--- src/hw/rtl/rsi_pkg.sv ---
// Package for the rotary sector indexer: fixed field widths, register map
// constants and the shared result type. No dependencies.
package rsi_pkg;

  // Configuration port geometry: one 32-bit register at byte address 0.
  localparam int CFG_ADDR_W = 3;
  localparam int CFG_DATA_W = 32;

  // Register index taken from the word address bit.
  localparam logic REG_HALF_PERIOD = 1'b0;

  // Half period register.
  localparam int            HALF_W          = 10;
  localparam logic [9:0]    HALF_PERIOD_RST = 10'd10;

  // Fixed field widths of the item payloads.
  localparam int SECTOR_FIELD_W = 4;
  localparam int TURNS_FIELD_W  = 4;

  // Request codes carried in req_type.
  localparam logic REQ_TICK = 1'b0;
  localparam logic REQ_MOVE = 1'b1;

  // One result item.
  typedef struct packed {
    logic                             step_pin;
    logic                             dir_pin;
    logic                             ms1_pin;
    logic                             ms2_pin;
    logic                             enable_n_pin;
    logic                             busy_res;
    logic [SECTOR_FIELD_W-1:0]        sector_now;
    logic signed [TURNS_FIELD_W-1:0]  move_turns;
    logic                             rejected;
  } rsi_result_t;

endpackage

--- src/hw/rtl/rsi_if.sv ---
// Valid/ready channel interfaces for the rotary sector indexer: the request
// channel and the result channel. Depends on rsi_pkg for field widths.
interface rsi_in_if;
  logic                              valid;
  logic                              ready;
  logic                              req_type;
  logic [rsi_pkg::SECTOR_FIELD_W-1:0] target_sector;

  modport source (output valid, req_type, target_sector, input ready);
  modport sink   (input valid, req_type, target_sector, output ready);
endinterface

interface rsi_out_if;
  logic                                     valid;
  logic                                     ready;
  logic                                     step_pin;
  logic                                     dir_pin;
  logic                                     ms1_pin;
  logic                                     ms2_pin;
  logic                                     enable_n_pin;
  logic                                     busy_res;
  logic [rsi_pkg::SECTOR_FIELD_W-1:0]       sector_now;
  logic signed [rsi_pkg::TURNS_FIELD_W-1:0] move_turns;
  logic                                     rejected;

  modport source (output valid, step_pin, dir_pin, ms1_pin, ms2_pin, enable_n_pin,
                  busy_res, sector_now, move_turns, rejected, input ready);
  modport sink   (input valid, step_pin, dir_pin, ms1_pin, ms2_pin, enable_n_pin,
                  busy_res, sector_now, move_turns, rejected, output ready);
endinterface

--- src/hw/rtl/rsi_engine.sv ---
// Motion engine of the rotary sector indexer: shortest-path move planning,
// step pulse timing and the sector state. Depends on rsi_pkg.
module rsi_engine #(
  parameter int NUM_SECTORS    = 8,
  parameter int STEPS_PER_TURN = 800
) (
  input  logic                              clk,
  input  logic                              rst_n,
  input  logic                              proc,
  input  logic                              req_type,
  input  logic [rsi_pkg::SECTOR_FIELD_W-1:0] target_sector,
  input  logic [rsi_pkg::HALF_W-1:0]        half_period,
  output rsi_pkg::rsi_result_t              result
);
  import rsi_pkg::*;

  localparam int SECT_W          = (NUM_SECTORS > 1) ? $clog2(NUM_SECTORS) : 1;
  localparam int STEPS_PER_SECT  = STEPS_PER_TURN / NUM_SECTORS;
  localparam int MAX_STEPS       = (NUM_SECTORS / 2) * STEPS_PER_SECT;
  localparam int STEPS_W         = $clog2(MAX_STEPS + 2);

  logic [SECT_W-1:0]  sector_r,   sector_nxt;
  logic [SECT_W-1:0]  target_r,   target_nxt;
  logic [STEPS_W-1:0] steps_r,    steps_nxt;
  logic [HALF_W-1:0]  count_r,    count_nxt;
  logic               level_r,    level_nxt;
  logic               ccw_r,      ccw_nxt;
  logic               moving_r,   moving_nxt;

  logic [HALF_W-1:0]  limit;
  logic [HALF_W-1:0]  count_tmp;
  logic               tgt_ok;
  logic [SECT_W-1:0]  tgt_idx;
  logic [31:0]        cw_raw;
  logic [31:0]        cw;
  logic [31:0]        ccw;
  logic               go_ccw;
  logic [31:0]        mag;
  logic [STEPS_W-1:0] move_steps;
  logic [31:0]        turns_wide;
  logic [31:0]        sector_one;
  logic               rej;
  logic               accept_move;

  // A zero half period behaves as one tick.
  assign limit = (half_period == '0) ? HALF_W'(1) : half_period;

  // Move planning: clockwise distance by one compare and subtract, then the
  // counterclockwise complement; a tie goes clockwise.
  assign tgt_ok     = (target_sector != '0) && (32'(target_sector) <= 32'(NUM_SECTORS));
  assign tgt_idx    = SECT_W'(32'(target_sector) - 32'd1);
  assign cw_raw     = 32'(tgt_idx) + 32'(NUM_SECTORS) - 32'(sector_r);
  assign cw         = (cw_raw >= 32'(NUM_SECTORS)) ? cw_raw - 32'(NUM_SECTORS) : cw_raw;
  assign ccw        = (cw == 32'd0) ? 32'd0 : 32'(NUM_SECTORS) - cw;
  assign go_ccw     = cw > ccw;
  assign mag        = go_ccw ? ccw : cw;
  assign move_steps = STEPS_W'(mag * 32'(STEPS_PER_SECT));

  assign rej         = (req_type == REQ_MOVE) && (moving_r || !tgt_ok);
  assign accept_move = (req_type == REQ_MOVE) && !moving_r && tgt_ok;
  assign turns_wide  = accept_move ? (go_ccw ? 32'd0 - mag : mag) : 32'd0;

  // Next state for one item.
  always_comb begin
    sector_nxt = sector_r;
    target_nxt = target_r;
    steps_nxt  = steps_r;
    count_nxt  = count_r;
    level_nxt  = level_r;
    ccw_nxt    = ccw_r;
    moving_nxt = moving_r;
    count_tmp  = count_r;
    if (accept_move) begin
      target_nxt = tgt_idx;
      if (move_steps == '0) begin
        sector_nxt = tgt_idx;
        ccw_nxt    = 1'b0;
      end else begin
        ccw_nxt    = go_ccw;
        moving_nxt = 1'b1;
        steps_nxt  = move_steps;
        level_nxt  = 1'b1;
        count_nxt  = HALF_W'(1);
      end
    end else if ((req_type == REQ_TICK) && moving_r) begin
      if (count_r >= limit) begin
        count_tmp = '0;
        if (level_r) begin
          level_nxt = 1'b0;
        end else begin
          steps_nxt = steps_r - STEPS_W'(1);
          if (steps_r == STEPS_W'(1)) begin
            moving_nxt = 1'b0;
            ccw_nxt    = 1'b0;
            sector_nxt = target_r;
          end else begin
            level_nxt = 1'b1;
          end
        end
      end
      count_nxt = count_tmp + HALF_W'(1);
    end
  end

  // State registers advance only when an item is processed.
  always_ff @(posedge clk) begin
    if (!rst_n) begin
      sector_r <= '0;
      target_r <= '0;
      steps_r  <= '0;
      count_r  <= '0;
      level_r  <= 1'b0;
      ccw_r    <= 1'b0;
      moving_r <= 1'b0;
    end else if (proc) begin
      sector_r <= sector_nxt;
      target_r <= target_nxt;
      steps_r  <= steps_nxt;
      count_r  <= count_nxt;
      level_r  <= level_nxt;
      ccw_r    <= ccw_nxt;
      moving_r <= moving_nxt;
    end
  end

  // Result fields reflect the state after this item.
  assign sector_one = 32'(sector_nxt) + 32'd1;

  always_comb begin
    result.step_pin     = moving_nxt & level_nxt;
    result.dir_pin      = moving_nxt & ccw_nxt;
    result.ms1_pin      = 1'b0;
    result.ms2_pin      = moving_nxt;
    result.enable_n_pin = !moving_nxt;
    result.busy_res     = moving_nxt;
    result.sector_now   = sector_one[SECTOR_FIELD_W-1:0];
    result.move_turns   = turns_wide[TURNS_FIELD_W-1:0];
    result.rejected     = rej;
  end

endmodule

--- src/hw/rtl/rotary_sector_indexer_top.sv ---
// Rotary sector indexer top level: item pipeline, APB register and outputs.
// One item per cycle sustained while the result channel takes results; an item
// passes the input register, then the result register. Reset is synchronous
// active low; it empties both registers, homes the carousel to sector one,
// stops any move and sets the half period to ten ticks.
// Depends on rsi_pkg, rsi_if and rsi_engine.
module rotary_sector_indexer_top #(
  parameter int NUM_SECTORS    = 8,
  parameter int STEPS_PER_TURN = 800
) (
  input  logic                            clk,
  input  logic                            rst_n,
  rsi_in_if.sink                          in_chan,
  rsi_out_if.source                       out_chan,
  input  logic                            cfg_psel,
  input  logic                            cfg_penable,
  input  logic                            cfg_pwrite,
  input  logic [rsi_pkg::CFG_ADDR_W-1:0]  cfg_paddr,
  input  logic [rsi_pkg::CFG_DATA_W-1:0]  cfg_pwdata,
  output logic [rsi_pkg::CFG_DATA_W-1:0]  cfg_prdata,
  output logic                            cfg_pready
);
  import rsi_pkg::*;

  logic               rd_sel;
  logic [HALF_W-1:0]  half_period_r;
  logic               s1_valid_r, s1_valid_nxt;
  logic               s1_req_r;
  logic [SECTOR_FIELD_W-1:0] s1_tgt_r;
  logic               out_valid_r, out_valid_nxt;
  rsi_result_t        out_r;
  rsi_result_t        eng_result;
  logic               advance;
  logic               proc;
  logic               in_take;

  // Configuration register; the register index is the word address bit.
  assign cfg_pready = 1'b1;

  always_ff @(posedge clk) begin
    if (!rst_n) begin
      half_period_r <= HALF_PERIOD_RST;
    end else if (cfg_psel && cfg_penable && cfg_pwrite &&
                 (cfg_paddr[CFG_ADDR_W-1] == REG_HALF_PERIOD)) begin
      half_period_r <= cfg_pwdata[HALF_W-1:0];
    end
  end

  assign rd_sel     = cfg_paddr[CFG_ADDR_W-1];
  assign cfg_prdata = (rd_sel == REG_HALF_PERIOD) ? CFG_DATA_W'(half_period_r) : '0;

  // Handshake: the result register frees when empty or being taken.
  assign advance       = !out_valid_r || out_chan.ready;
  assign in_chan.ready = !s1_valid_r || advance;
  assign in_take       = in_chan.valid && in_chan.ready;
  assign proc          = s1_valid_r && advance;

  always_comb begin
    s1_valid_nxt = s1_valid_r;
    if (in_take) begin
      s1_valid_nxt = 1'b1;
    end else if (advance) begin
      s1_valid_nxt = 1'b0;
    end
    out_valid_nxt = out_valid_r;
    if (advance) begin
      out_valid_nxt = s1_valid_r;
    end
  end

  // Input register.
  always_ff @(posedge clk) begin
    if (!rst_n) begin
      s1_valid_r <= 1'b0;
    end else begin
      s1_valid_r <= s1_valid_nxt;
    end
  end

  always_ff @(posedge clk) begin
    if (in_take) begin
      s1_req_r <= in_chan.req_type;
      s1_tgt_r <= in_chan.target_sector;
    end
  end

  rsi_engine #(
    .NUM_SECTORS    (NUM_SECTORS),
    .STEPS_PER_TURN (STEPS_PER_TURN)
  ) u_engine (
    .clk           (clk),
    .rst_n         (rst_n),
    .proc          (proc),
    .req_type      (s1_req_r),
    .target_sector (s1_tgt_r),
    .half_period   (half_period_r),
    .result        (eng_result)
  );

  // Result register.
  always_ff @(posedge clk) begin
    if (!rst_n) begin
      out_valid_r <= 1'b0;
    end else begin
      out_valid_r <= out_valid_nxt;
    end
  end

  always_ff @(posedge clk) begin
    if (proc) begin
      out_r <= eng_result;
    end
  end

  assign out_chan.valid        = out_valid_r;
  assign out_chan.step_pin     = out_r.step_pin;
  assign out_chan.dir_pin      = out_r.dir_pin;
  assign out_chan.ms1_pin      = out_r.ms1_pin;
  assign out_chan.ms2_pin      = out_r.ms2_pin;
  assign out_chan.enable_n_pin = out_r.enable_n_pin;
  assign out_chan.busy_res     = out_r.busy_res;
  assign out_chan.sector_now   = out_r.sector_now;
  assign out_chan.move_turns   = out_r.move_turns;
  assign out_chan.rejected     = out_r.rejected;

endmodule

--- src/flat_wrapper.sv ---
// flat-port wrapper written by rule: the top's interface ports become plain ports
module rotary_sector_indexer_top_flat import rsi_pkg::*;
#(
  parameter int NUM_SECTORS    = 8,
  parameter int STEPS_PER_TURN = 800
)
  (clk, rst_n, cfg_psel, cfg_penable, cfg_pwrite, cfg_paddr, cfg_pwdata, cfg_prdata, cfg_pready, in_chan_valid, in_chan_req_type, in_chan_target_sector, in_chan_ready, out_chan_valid, out_chan_step_pin, out_chan_dir_pin, out_chan_ms1_pin, out_chan_ms2_pin, out_chan_enable_n_pin, out_chan_busy_res, out_chan_sector_now, out_chan_move_turns, out_chan_rejected, out_chan_ready);
  rsi_in_if in_chan_i ();
  rsi_out_if out_chan_i ();
  input  logic clk;
  input  logic rst_n;
  input  logic cfg_psel;
  input  logic cfg_penable;
  input  logic cfg_pwrite;
  input  logic [rsi_pkg::CFG_ADDR_W-1:0] cfg_paddr;
  input  logic [rsi_pkg::CFG_DATA_W-1:0] cfg_pwdata;
  output logic [rsi_pkg::CFG_DATA_W-1:0] cfg_prdata;
  output logic cfg_pready;
  input wire logic [$bits(in_chan_i.valid)-1:0] in_chan_valid;
  input wire logic [$bits(in_chan_i.req_type)-1:0] in_chan_req_type;
  input wire logic [$bits(in_chan_i.target_sector)-1:0] in_chan_target_sector;
  output wire logic [$bits(in_chan_i.ready)-1:0] in_chan_ready;
  output wire logic [$bits(out_chan_i.valid)-1:0] out_chan_valid;
  output wire logic [$bits(out_chan_i.step_pin)-1:0] out_chan_step_pin;
  output wire logic [$bits(out_chan_i.dir_pin)-1:0] out_chan_dir_pin;
  output wire logic [$bits(out_chan_i.ms1_pin)-1:0] out_chan_ms1_pin;
  output wire logic [$bits(out_chan_i.ms2_pin)-1:0] out_chan_ms2_pin;
  output wire logic [$bits(out_chan_i.enable_n_pin)-1:0] out_chan_enable_n_pin;
  output wire logic [$bits(out_chan_i.busy_res)-1:0] out_chan_busy_res;
  output wire logic [$bits(out_chan_i.sector_now)-1:0] out_chan_sector_now;
  output wire logic [$bits(out_chan_i.move_turns)-1:0] out_chan_move_turns;
  output wire logic [$bits(out_chan_i.rejected)-1:0] out_chan_rejected;
  input wire logic [$bits(out_chan_i.ready)-1:0] out_chan_ready;
  assign in_chan_i.valid = in_chan_valid;
  assign in_chan_i.req_type = in_chan_req_type;
  assign in_chan_i.target_sector = in_chan_target_sector;
  assign in_chan_ready = in_chan_i.ready;
  assign out_chan_valid = out_chan_i.valid;
  assign out_chan_step_pin = out_chan_i.step_pin;
  assign out_chan_dir_pin = out_chan_i.dir_pin;
  assign out_chan_ms1_pin = out_chan_i.ms1_pin;
  assign out_chan_ms2_pin = out_chan_i.ms2_pin;
  assign out_chan_enable_n_pin = out_chan_i.enable_n_pin;
  assign out_chan_busy_res = out_chan_i.busy_res;
  assign out_chan_sector_now = out_chan_i.sector_now;
  assign out_chan_move_turns = out_chan_i.move_turns;
  assign out_chan_rejected = out_chan_i.rejected;
  assign out_chan_i.ready = out_chan_ready;
  rotary_sector_indexer_top #(.NUM_SECTORS(NUM_SECTORS), .STEPS_PER_TURN(STEPS_PER_TURN)) u_core (.clk(clk), .rst_n(rst_n), .in_chan(in_chan_i), .out_chan(out_chan_i), .cfg_psel(cfg_psel), .cfg_penable(cfg_penable), .cfg_pwrite(cfg_pwrite), .cfg_paddr(cfg_paddr), .cfg_pwdata(cfg_pwdata), .cfg_prdata(cfg_prdata), .cfg_pready(cfg_pready));
endmodule
--- config.mk ---
export PLATFORM = sky130hd
export DESIGN_NAME = rotary_sector_indexer_top_flat
export DESIGN_NICKNAME = d
export VERILOG_FILES = /design/src/hw/rtl/rsi_pkg.sv /design/src/hw/rtl/rsi_if.sv /design/src/hw/rtl/rsi_engine.sv /design/src/hw/rtl/rotary_sector_indexer_top.sv /design/src/flat_wrapper.sv
export SDC_FILE = /design/constraint.sdc
export NUM_CORES = 1
export LEC_CHECK = 0
export BUFFER_PORTS_ARGS = -buffer_cell sky130_fd_sc_hd__buf_2
export CAP_MARGIN = 20
export CORE_ASPECT_RATIO = 0.9
export CORE_MARGIN = 4
export CORE_UTILIZATION = 45
export CTS_BUF_LIST = sky130_fd_sc_hd__clkbuf_8
export DETAILED_ROUTE_END_ITERATION = 8
export PLACE_DENSITY = 0.69
export SKIP_LAST_GASP = 1
export SLEW_MARGIN = 20
export SYNTH_ARGS = -nofsm -noshare
export SYNTH_HDL_FRONTEND = slang
export SYNTH_HIERARCHICAL = 1
export SYNTH_SLANG_ARGS = --single-unit
--- constraint.sdc ---
create_clock -name clk -period 19.95 [get_ports clk]
set_input_delay 0.9975 -clock clk [delete_from_list [all_inputs] [get_ports clk]]
set_output_delay 0.9975 -clock clk [all_outputs]
set_load 0.005 [all_outputs]
==> parameters.txt, run 1 <==
Parameter                              Value

Run status
  Run status    finished clean

Setup path
  Startpoint kind of the worst setup timing path    flop
  Crit path arrival time    7.63 ns
  Max incr delay on CP    0.53 ns
  Setup slack, reg-to-reg    12.42 ns
  Cell with the biggest individual delay on the critical path    nor4b_1
  Path type of the worst setup path    flop to flop
  Capturing element type of the critical path    flop
  Cell repeated most along the worst path    ha_1
  Endpoint required time on the critical path    20.05 ns
  Maximum fanout along the worst path    8

STA
  Setup repair after global routing missed its margin    false
  Normalized max-slew margin    0.338
  Final count of hold timing violations    0
  Fin Clk Skew    0.0106 ns
  Setup violations, final    0
  Sum Neg Setup Slack    0 ns
  Post-layout minimum cycle time    7.53 ns
  Final period utilization    0.377
  Maximum clock frequency    0.133 GHz
  Hold_ws    0.468 ns
  Max Slew Vio Count    0
  Worst Tran Pin Value    0.986 ns

Global routing
  Global-route total usage across every layer    0.171
  Routing usage on met1    0.231
  Met3 track utilization from global routing    0.0367
  Global-route wire length before repair    14.7 mm
  Global Route met2 Usage    0.269
  Pin count of the biggest net entering global routing    42
  Initial antenna violation count    0
  Total overflow reported by the global router    0
  Most used routing layer    met2
  Vias in the first global route    3161

Synth
  Sequential share of the synthesized area    0.343
  Syn. warnings    6
  Dominant synthesized flop cell    dfxtp_1
  Average size of a mapped cell    8.70 sq um
  Synthesized netlist cell count    470
  Synth async-reset ratio    0
  Synthesis-stage register bit count    60
  Yosys cell types    69
  Synth Cell Area    4090 sq um
  EDFF count, synth    20

Finish
  FF+latch area    1400 sq um
  Cell Count, Final, Fillers Out    635
  Net count reported at finish    595
  Layout cell share with drive strength beyond 1    0.167
  Commonest cells after routing, fill and taps aside    49 x buf_2, 48 x nand2_1, 40 x inv_1, 40 x dfxtp_1, 35 x ha_1
  Area occupied by multi-input gates    2350 sq um
  Leading cell type in the layout, fill and taps excluded    buf_2
  Number of fill cells in the layout    875
  Area growth from synthesis to layout    10.2%
  N_diodes    0

Job
  Number of violations of the max-capacitance limit    0

Hold path
  Path class of the lowest-slack min-delay path    flop to flop

Floorplan
  Die outline height    98.4 um
  Starting utilization of the core area    0.468
  Placeable core region    8730 sq um
  Row Count    32
  # IOs    97
  Overall die area    10700 sq um
  Die Wd    108 um

Clocking
  CTS max path bufs    2
  Insertion delay to the later sink of the worst-skew pair    0.34 ns
  Total CTS buffers    9
  Hold buffer count at CTS    0
  TritonCTS clock tree    built
  Clock input transition at the sequential cells of the worst setup and hold paths    0.07 ns
  H-tree depth    3
  CTS resizes    0
  Clock sink count    60
  Cell at the root of the clock tree    clkbuf_8
  Number of buffers inserted to repair setup after CTS    0

Routing
  Routed length per placed instance    14.2 um
  Via/cell ratio    5.44
  Number of search-and-repair iterations in the first detailed-routing pass    5
  Residual antenna-violating net count after detailed routing    0
  Initial drt markers    150
  Post-route DRC    0
  DR vias    3453
  Wire length after detailed routing    9.00 mm

Power
  Standby leakage power    1.86 nW
  Power Dens Cells    89.5 nW/um^2
  Worst VDD drop    35.0 uV
  Final Total Pwr    0.403 mW

Placed design
  Port buffer count    49
  Placed Cells incl. Taps    619
  RePlAce Congestion    0.902
  Estimated wirelength of the detail-placed design    6.57 mm
==> stage by stage <==
stage | worst slack (ns) | utilization | cell area, sq um
after global placement | 12.57 | 0.494 | 4310
final | 12.42 | 0.516 | 4500
after detailed placement | 12.45 | 0.494 | 4310
after CTS | 12.42 | 0.516 | 4500
after floorplan | 13.16 | - | 4170
after global routing | 11.79 | 0.516 | 4500
==> power by group <==
| group | total, mW | switching (mW) | leakage [nW] | internal [mW] |
|---|---|---|---|---|
| clock network | 0.108 | 0.0506 | 0.0968 | 0.0571 |
| registers | 0.134 | 0.00246 | 0.511 | 0.132 |
| logic | 0.161 | 0.0944 | 1.26 | 0.0668 |
| total | 0.403 | 0.147 | 1.86 | 0.256 |
==> layout make-up <==
| class | instances | share of cell area |
|---|---|---|
| Inverter | 39 | 0.0325 |
| Tap cell | 119 | 0.0331 |
| Multi-Input combinational cell | 349 | 0.521 |
| Sequential cell | 60 | 0.311 |
| Clock buffer | 9 | 0.0275 |
| Clock inverter | 7 | 0.0150 |
| Timing Repair Buffer | 52 | 0.0594 |
==> worst paths after layout <==
path,start,to,cells past startpoint
hold reg to reg,u_core/u_engine/steps_r[6],u_core/u_engine/steps_r[6],2
hold / removal,u_core/u_engine/steps_r[6],u_core/u_engine/steps_r[6],2
setup / recovery,u_core/s1_tgt_r[0],u_core/out_chan.sector_now[2],29
setup reg to reg,u_core/s1_tgt_r[0],u_core/out_chan.sector_now[2],29
==> state kept, by name (all words and copies together) (netlist names), 3 cells and up <==
| register | flops |
|---|---|
| u_core/out_chan.move_turns | 4 |
| u_core/u_engine/target_r | 3 |
| u_core/u_engine/count_r | 10 |
| u_core/s1_tgt_r | 4 |
| u_core/half_period_r | 10 |
| u_core/u_engine/steps_r | 9 |
| u_core/out_chan.sector_now | 4 |
| u_core/u_engine/sector_r | 3 |
==> cells in the mapped netlist (all sizes together) (7+ instances only) <==
library cell	count	area [sq um]
xnor2	9	86.3
mux2i	13	130
inv	39	146
nand3	9	45.0
a31oi	10	62.6
nor2b	21	131
a211oi	7	52.6
ha	35	438
nor3	9	50.1
edfxtp	20	601
a21oi	32	168
dfxtp	40	801
nor2	29	109
o21ai	18	90.1
clkbuf	13	48.8
nand2	50	198
buf	30	224
==> per-layer routing <==
metal,vias to the layer above,routed length (um)
li1,1686,-
met1,1622,4250
met2,125,4060
met3,20,545
met4,0,147
met5,-,0
==> cell families after synthesis <==
kind of cell    count (synthesis)  share of synthesized area
buf+inv                        82                      0.103
simple gates                  151                      0.188
other cells                     3                    0.00275
compound gates                110                      0.181
flops                          60                      0.343
xor+xnor                       12                     0.0276
mux                            15                     0.0383
fa+ha+maj                      37                      0.117
==> critical path: cells and delay by family, from the launching register on <==
family                     cells  cell delay [ns]
AOI/OAI and AO/OA              8             1.65
xor gates and xnor gates       2             0.44
adders and majority gates      9             2.94
buffers and inverters          5             0.48
DFF                            1             0.44
muxes                          1             0.33
and+or+nand+nor                4             0.98
(Power assumes the default switching activity.)
==> run 2: changes to the inputs <==
ABC_AREA = 1   (was default)
PLACE_DENSITY = 0.68   (was 0.69)
clock period = 7.19 ns   (was 19.95 ns; I/O delays follow)
==> parameters.txt, run 2 <==
Parameter                              Value

Run status
  Run status    finished clean

Clocking
  Number of buffers inserted to repair setup after CTS    0 (unchanged)
  Clock sink count    60 (unchanged)
  Cell at the root of the clock tree    clkbuf_8
  CTS max path bufs    2 (unchanged)
  TritonCTS clock tree    built
  Hold buffer count at CTS    0 (unchanged)
  Total CTS buffers    9 (unchanged)
  Insertion delay to the later sink of the worst-skew pair    0.33 ns (about the same)
  Clock input transition at the sequential cells of the worst setup and hold paths    0.07 ns (about the same)
  H-tree depth    3 (unchanged)

STA
  Setup violations, final    0 (unchanged)
  Fin Clk Skew    0.0109 ns (+0.000253 ns)
  Setup repair after global routing missed its margin    false
  Max Slew Vio Count    0 (unchanged)
  Post-layout minimum cycle time    6.63 ns (-0.894 ns)
  Worst Tran Pin Value    0.753 ns (-0.233 ns)
  Sum Neg Setup Slack    0 ns (unchanged)
  Final count of hold timing violations    0 (unchanged)
  Normalized max-slew margin    0.498 (+0.160)
  Final period utilization    0.923 (+0.545)
  Maximum clock frequency    0.151 GHz (+13%)

Routing
  Via/cell ratio    4.90 (-9.8%)
  Routed length per placed instance    12.1 um (-15%)
  Wire length after detailed routing    10.1 mm (+13%)
  Residual antenna-violating net count after detailed routing    0 (unchanged)
  DR vias    4109 (+19%)
  Number of search-and-repair iterations in the first detailed-routing pass    4 (-1)
  Initial drt markers    285 (+90%)
  Post-route DRC    0 (unchanged)

Power
  Final Total Pwr    1.55 mW (+280%)
  Worst VDD drop    218 uV (+520%)
  Standby leakage power    2.57 nW (+38%)
  Power Dens Cells    300 nW/um^2 (+240%)

Job
  Number of violations of the max-capacitance limit    0 (unchanged)

Finish
  Commonest cells after routing, fill and taps aside    130 x nand2_1, 112 x inv_1, 77 x nor2_1, 53 x nand3_1, 49 x buf_2
  Layout cell share with drive strength beyond 1    0.177 (+0.0103)
  N_diodes    0 (unchanged)
  Net count reported at finish    791 (+33%)
  Leading registers by flop count    u_core/half_period_r: 10 flops, u_core/u_engine/count_r: 10 flops, u_core/u_engine/steps_r: 9 flops
  Number of fill cells in the layout    971 (+11%)
  Leading cell type in the layout, fill and taps excluded    nand2_1
  Area growth from synthesis to layout    13.1%
  Share of the core filled with cells    0.527 (+0.0113)

Setup path
  Cell with the biggest individual delay on the critical path    fa_2
  Crit path arrival time    6.84 ns (-0.79 ns)
  Cell repeated most along the worst path    inv_1
  Endpoint required time on the critical path    7.39 ns (-12.66 ns)
  Maximum fanout along the worst path    10 (+2)
  Path type of the worst setup path    flop to flop
  Max incr delay on CP    0.42 ns (-0.11 ns)
  Capturing element type of the critical path    flop
  Startpoint kind of the worst setup timing path    flop

Floorplan
  Placeable core region    9780 sq um (+12%)
  # IOs    97 (unchanged)
  Starting utilization of the core area    0.466 (-0.00195)
  Row Count    34 (+6.3%)
  Die outline height    104 um (+5.2%)
  Overall die area    11800 sq um (+11%)
  Die Wd    114 um (+5.2%)

Synth
  Dominant synthesized flop cell    dfxtp_1
  Synth async-reset ratio    0 (unchanged)
  Main area contributors after synthesis    dfxtp_1 18%, edfxtp_1 13%, nand2_1 11%, ha_1 9.6%, inv_1 9.2%
  Synthesized netlist cell count    649 (+38%)
  Sequential share of the synthesized area    0.307 (-0.0357)
  Top-area cell type share of the netlist area    0.175 (-0.0204)
  Syn. warnings    6 (unchanged)
  Yosys cell types    42 (-39%)
  Ranking of synthesized cells by instance count    130 x nand2_1, 112 x inv_1, 78 x nor2_1, 53 x nand3_1, 40 x dfxtp_1
  Synth area leader    dfxtp_1
  Average size of a mapped cell    7.03 sq um (-19%)
  Most common cell in the netlist    nand2_1
  Synthesis-stage register bit count    60 (unchanged)
  EDFF count, synth    20 (unchanged)
  Synth Cell Area    4560 sq um (+12%)

Global routing
  Most used routing layer    met2
  Total overflow reported by the global router    0 (unchanged)
  Pin count of the biggest net entering global routing    26 (-38%)
  Initial antenna violation count    0 (unchanged)
  Routing usage on met1    0.231 (about the same)
  Global-route wire length before repair    17.0 mm (+15%)
  Vias in the first global route    3749 (+19%)
  Met3 track utilization from global routing    0.0344 (-0.00227)
  Global-route total usage across every layer    0.174 (+0.00267)
  Global Route met2 Usage    0.278 (+0.00871)

Placed design
  RePlAce Congestion    0.853 (-5.5%)
  Estimated wirelength of the detail-placed design    7.78 mm (+18%)
  Port buffer count    49 (unchanged)

Hold path
  Path class of the lowest-slack min-delay path    input pin to flop
[run 2: cell types whose count changed after synthesis, sizes merged, moves of 6 or more]
cell,change
nand2,+95
inv,+79
nand3,+53
nor2,+52
nor2b,-21
mux2i,-13
o21ai,+9
a31oi,-8
clkbuf,-8
a211oi,-7
and2,-6
xnor2,-6
xor2,+6
[run 2: what timing repair did]
| item | 4_1_cts | 5_1_grt |
|---|---|---|
| endpoints found under the setup margin | 0 | 33 |
| gates resized for setup | 0 | 11 |
| hold endpoints to repair | 0 | 0 |
[run 2: logic make-up (layout without fill, tap and decap cells)]
group,Yosys count,in the layout,share of synthesized area
fa+ha+maj,37,37,0.105
buf+inv,155,197,0.155
simple gates,307,307,0.316
xor+xnor,12,12,0.0230
flops,60,60,0.307
compound gates,75,75,0.0913
other cells,3,24,0.00247
[run 2: path summary, 6_finish.rpt]
check             depth (start not counted)                       endpoint                startpoint  slack, ns
hold / removal                            1             u_core/s1_tgt_r[3]  in_chan_target_sector[3]       0.20
setup / recovery                         44  u_core/out_chan.sector_now[2]        u_core/s1_tgt_r[0]       0.56
setup reg to reg                         44  u_core/out_chan.sector_now[2]        u_core/s1_tgt_r[0]       0.56
hold reg to reg                           2        u_core/half_period_r[1]   u_core/half_period_r[1]       0.49
[run 2: cell type report]
type	count	area, sq um	share of cell area
tap	126	158	0.0306
inverter	118	443	0.0858
timing repair buffer	63	363	0.0703
clock inverter	7	91.3	0.0177
multi-input combinational	455	2580	0.500
sequential	60	1400	0.272
clock buffer	9	124	0.0240
[run 2: critical path, delay by kind of cell, from the launching register on]
kind,cells,cell delay (ns)
AOI/OAI and AO/OA,4,0.51
xor gates and xnor gates,2,0.28
adders and majority gates,9,2.74
buffers and inverters,10,0.75
DFF,1,0.39
and+or+nand+nor,19,1.83
[run 2: power breakdown]
part	internal [mW]	leakage [nW]	switching, mW
clock network	0.194	0.111	0.139
logic	0.350	1.94	0.492
registers	0.368	0.518	0.00771
total	0.912	2.57	0.639
[run 2: metrics by stage]
step           std cells  setup slack [ns]  area [sq um]  hold slack [ns]
4_1_cts              838             0.223          5120            0.188
3_3_place_gp         822             0.409          4900            0.475
2_1_floorplan        670             0.699          4640            0.447
5_1_grt              838            0.0561          5160            0.178
6_report             838             0.555          5160            0.202
3_5_place_dp         822             0.270          4900            0.481
[run 2: layer usage]
layer | up-vias | share of wire
met5 | - | 0
met1 | 1868 | 0.47
li1 | 2130 | -
met4 | 0 | 0.017
met3 | 12 | 0.051
met2 | 99 | 0.47
==> run 3: changes to the inputs <==
CORE_MARGIN = 2   (was 4)
==> parameters.txt, run 3 (synthesis results as in run 2) <==
Parameter                              Value

Clocking
  Insertion delay to the later sink of the worst-skew pair    0.35 ns (+0.02 ns)
  Clock input transition at the sequential cells of the worst setup and hold paths    0.07 ns (about the same)
  TritonCTS clock tree    built
  Total CTS buffers    9 (unchanged)
  CTS max path bufs    2 (unchanged)
  Clock sink count    60 (unchanged)
  H-tree depth    3 (unchanged)
  Number of buffers inserted to repair setup after CTS    0 (unchanged)
  Cell at the root of the clock tree    clkbuf_8

Floorplan
  Die Wd    110 um (-3.5%)
  Overall die area    11000 sq um (-7.2%)
  Row Count    34 (unchanged)
  # IOs    97 (unchanged)
  Die outline height    99.5 um (-3.9%)
  Starting utilization of the core area    0.466 (unchanged)
  Placeable core region    9780 sq um (unchanged)

Routing
  Residual antenna-violating net count after detailed routing    0 (unchanged)
  Routed length per placed instance    12.0 um (-0.75%)
  Via/cell ratio    4.87 (-0.61%)
  Initial drt markers    255 (-11%)
  Wire length after detailed routing    10.2 mm (+0.20%)
  Post-route DRC    0 (unchanged)
  DR vias    4123 (+0.34%)
  Number of search-and-repair iterations in the first detailed-routing pass    4 (unchanged)

Setup path
  Cell with the biggest individual delay on the critical path    fa_2
  Crit path arrival time    6.76 ns (-0.08 ns)
  Capturing element type of the critical path    flop
  Startpoint kind of the worst setup timing path    flop
  Endpoint required time on the critical path    7.30 ns (-0.09 ns)
  Cell repeated most along the worst path    nand2_1
  Maximum fanout along the worst path    6 (-4)
  Max incr delay on CP    0.43 ns (about the same)
  Path type of the worst setup path    flop to flop

STA
  Max Slew Vio Count    0 (unchanged)
  Hold_ws    0.189 ns (-0.0129 ns)
  Sum Neg Setup Slack    0 ns (unchanged)
  Final period utilization    0.925 (+0.00268)
  Setup violations, final    0 (unchanged)
  Normalized max-slew margin    0.522 (+0.0247)
  Maximum clock frequency    0.150 GHz (-0.29%)
  Post-layout minimum cycle time    6.65 ns (+0.0193 ns)
  Worst Tran Pin Value    0.716 ns (-0.0370 ns)
  Final count of hold timing violations    0 (unchanged)
  Fin Clk Skew    0.0106 ns (-0.000327 ns)

Finish
  Share of the core filled with cells    0.533 (+0.00524)
  Leading registers by flop count    u_core/half_period_r: 10 flops, u_core/u_engine/count_r: 10 flops, u_core/u_engine/steps_r: 9 flops
  Layout cell share with drive strength beyond 1    0.179 (+0.00220)
  Net count reported at finish    799 (+1.0%)
  Leading cell type in the layout, fill and taps excluded    nand2_1
  N_diodes    0 (unchanged)
  Layout Cell Area excl Fill    5210 sq um (+0.99%)
  Area growth from synthesis to layout    14.2%
  Commonest cells after routing, fill and taps aside    130 x nand2_1, 113 x inv_1, 78 x nor2_1, 53 x nand3_1, 49 x buf_2

Global routing
  Most used routing layer    met2
  Global-route wire length before repair    17.1 mm (+0.73%)
  Total overflow reported by the global router    0 (unchanged)
  Pin count of the biggest net entering global routing    26 (unchanged)
  Initial antenna violation count    0 (unchanged)
  Vias in the first global route    3863 (+3.0%)
  Global-route total usage across every layer    0.197 (+0.0231)
  Routing usage on met1    0.253 (+0.0221)
  Met3 track utilization from global routing    0.0452 (+0.0108)
  Global Route met2 Usage    0.316 (+0.0386)

Power
  Power Dens Cells    301 nW/um^2 (about the same)
  Switching share of power    0.410 (-0.00146)
  Worst VDD drop    178 uV (-18%)
  Combinational fraction of design power    0.528 (-0.015)
  Standby leakage power    2.61 nW (+1.6%)
  Clock share of power    0.232 (+0.017)
  Internal power contribution    0.923 mW (+1.3%)
  Fraction of power consumed by sequential logic    0.240 (-0.002)
  Switch Pwr    0.643 mW (+0.66%)

Placed design
  Estimated wirelength of the detail-placed design    7.62 mm (-2.1%)
  Port buffer count    49 (unchanged)
  RePlAce Congestion    0.877 (+2.9%)
  Post-detailed-placement cell area    4950 sq um (+0.97%)

Hold path
  Path class of the lowest-slack min-delay path    input pin to flop

Job
  Number of violations of the max-capacitance limit    0 (unchanged)

Run status
  Run status    finished clean
==> run 3: area by class of cell <==
cell class / count / area (sq um)
sequential: 60 / 1400
timing repair buffer: 71 / 410
clock inverter: 7 / 106
fill: 949 / 4570
clock buffer: 9 / 124
multi-input combinational: 455 / 2570
tap: 126 / 158
inverter: 118 / 443
==> run 3: timing repair <==
item	CTS	global route
endpoints found under the setup margin	0	32
hold buffers	0	0
resized for setup	0	5
==> run 3: worst paths after layout <==
kind,slack (ns),to,start,cells after the start
min,0.19,u_core/s1_req_r,in_chan_req_type,1
min reg2reg,0.49,u_core/half_period_r[1],u_core/half_period_r[1],2
max reg2reg,0.54,u_core/out_chan.sector_now[2],u_core/s1_tgt_r[0],43
max,0.54,u_core/out_chan.sector_now[2],u_core/s1_tgt_r[0],43
==> run 3: critical path, delay by kind of cell (launching register included) <==
family	cells	cell delay, ns
fa+ha+maj	9	2.65
simple gates	19	1.65
buf+inv	9	0.75
compound gates	4	0.68
flops	1	0.38
xor+xnor	2	0.34
==> run 3: stage by stage <==
step | cells | setup WS (ns) | total power, mW
finish | 846 | 0.536 | 1.57
global placement | 830 | 0.551 | 1.15
global route | 846 | -0.0331 | 1.69
floorplan | 670 | 0.699 | 0.960
CTS | 846 | 0.354 | 1.54
detailed placement | 830 | 0.377 | 1.17
==> run 3: per-layer routing <==
layer	part of all wire	up-vias
met4	0.021	0
met1	0.47	1832
met5	0	-
met3	0.053	20
li1	-	2142
met2	0.46	129
==> run 3: power groups by stage <==
stage                     clock network (mW)  logic, mW  registers, mW
after floorplan                            0      0.578          0.382
after global routing                   0.386      0.930          0.378
after CTS                              0.369      0.797          0.376
after detailed placement                   0      0.792          0.383
after global placement                     0      0.763          0.383
final                                  0.363      0.827          0.376
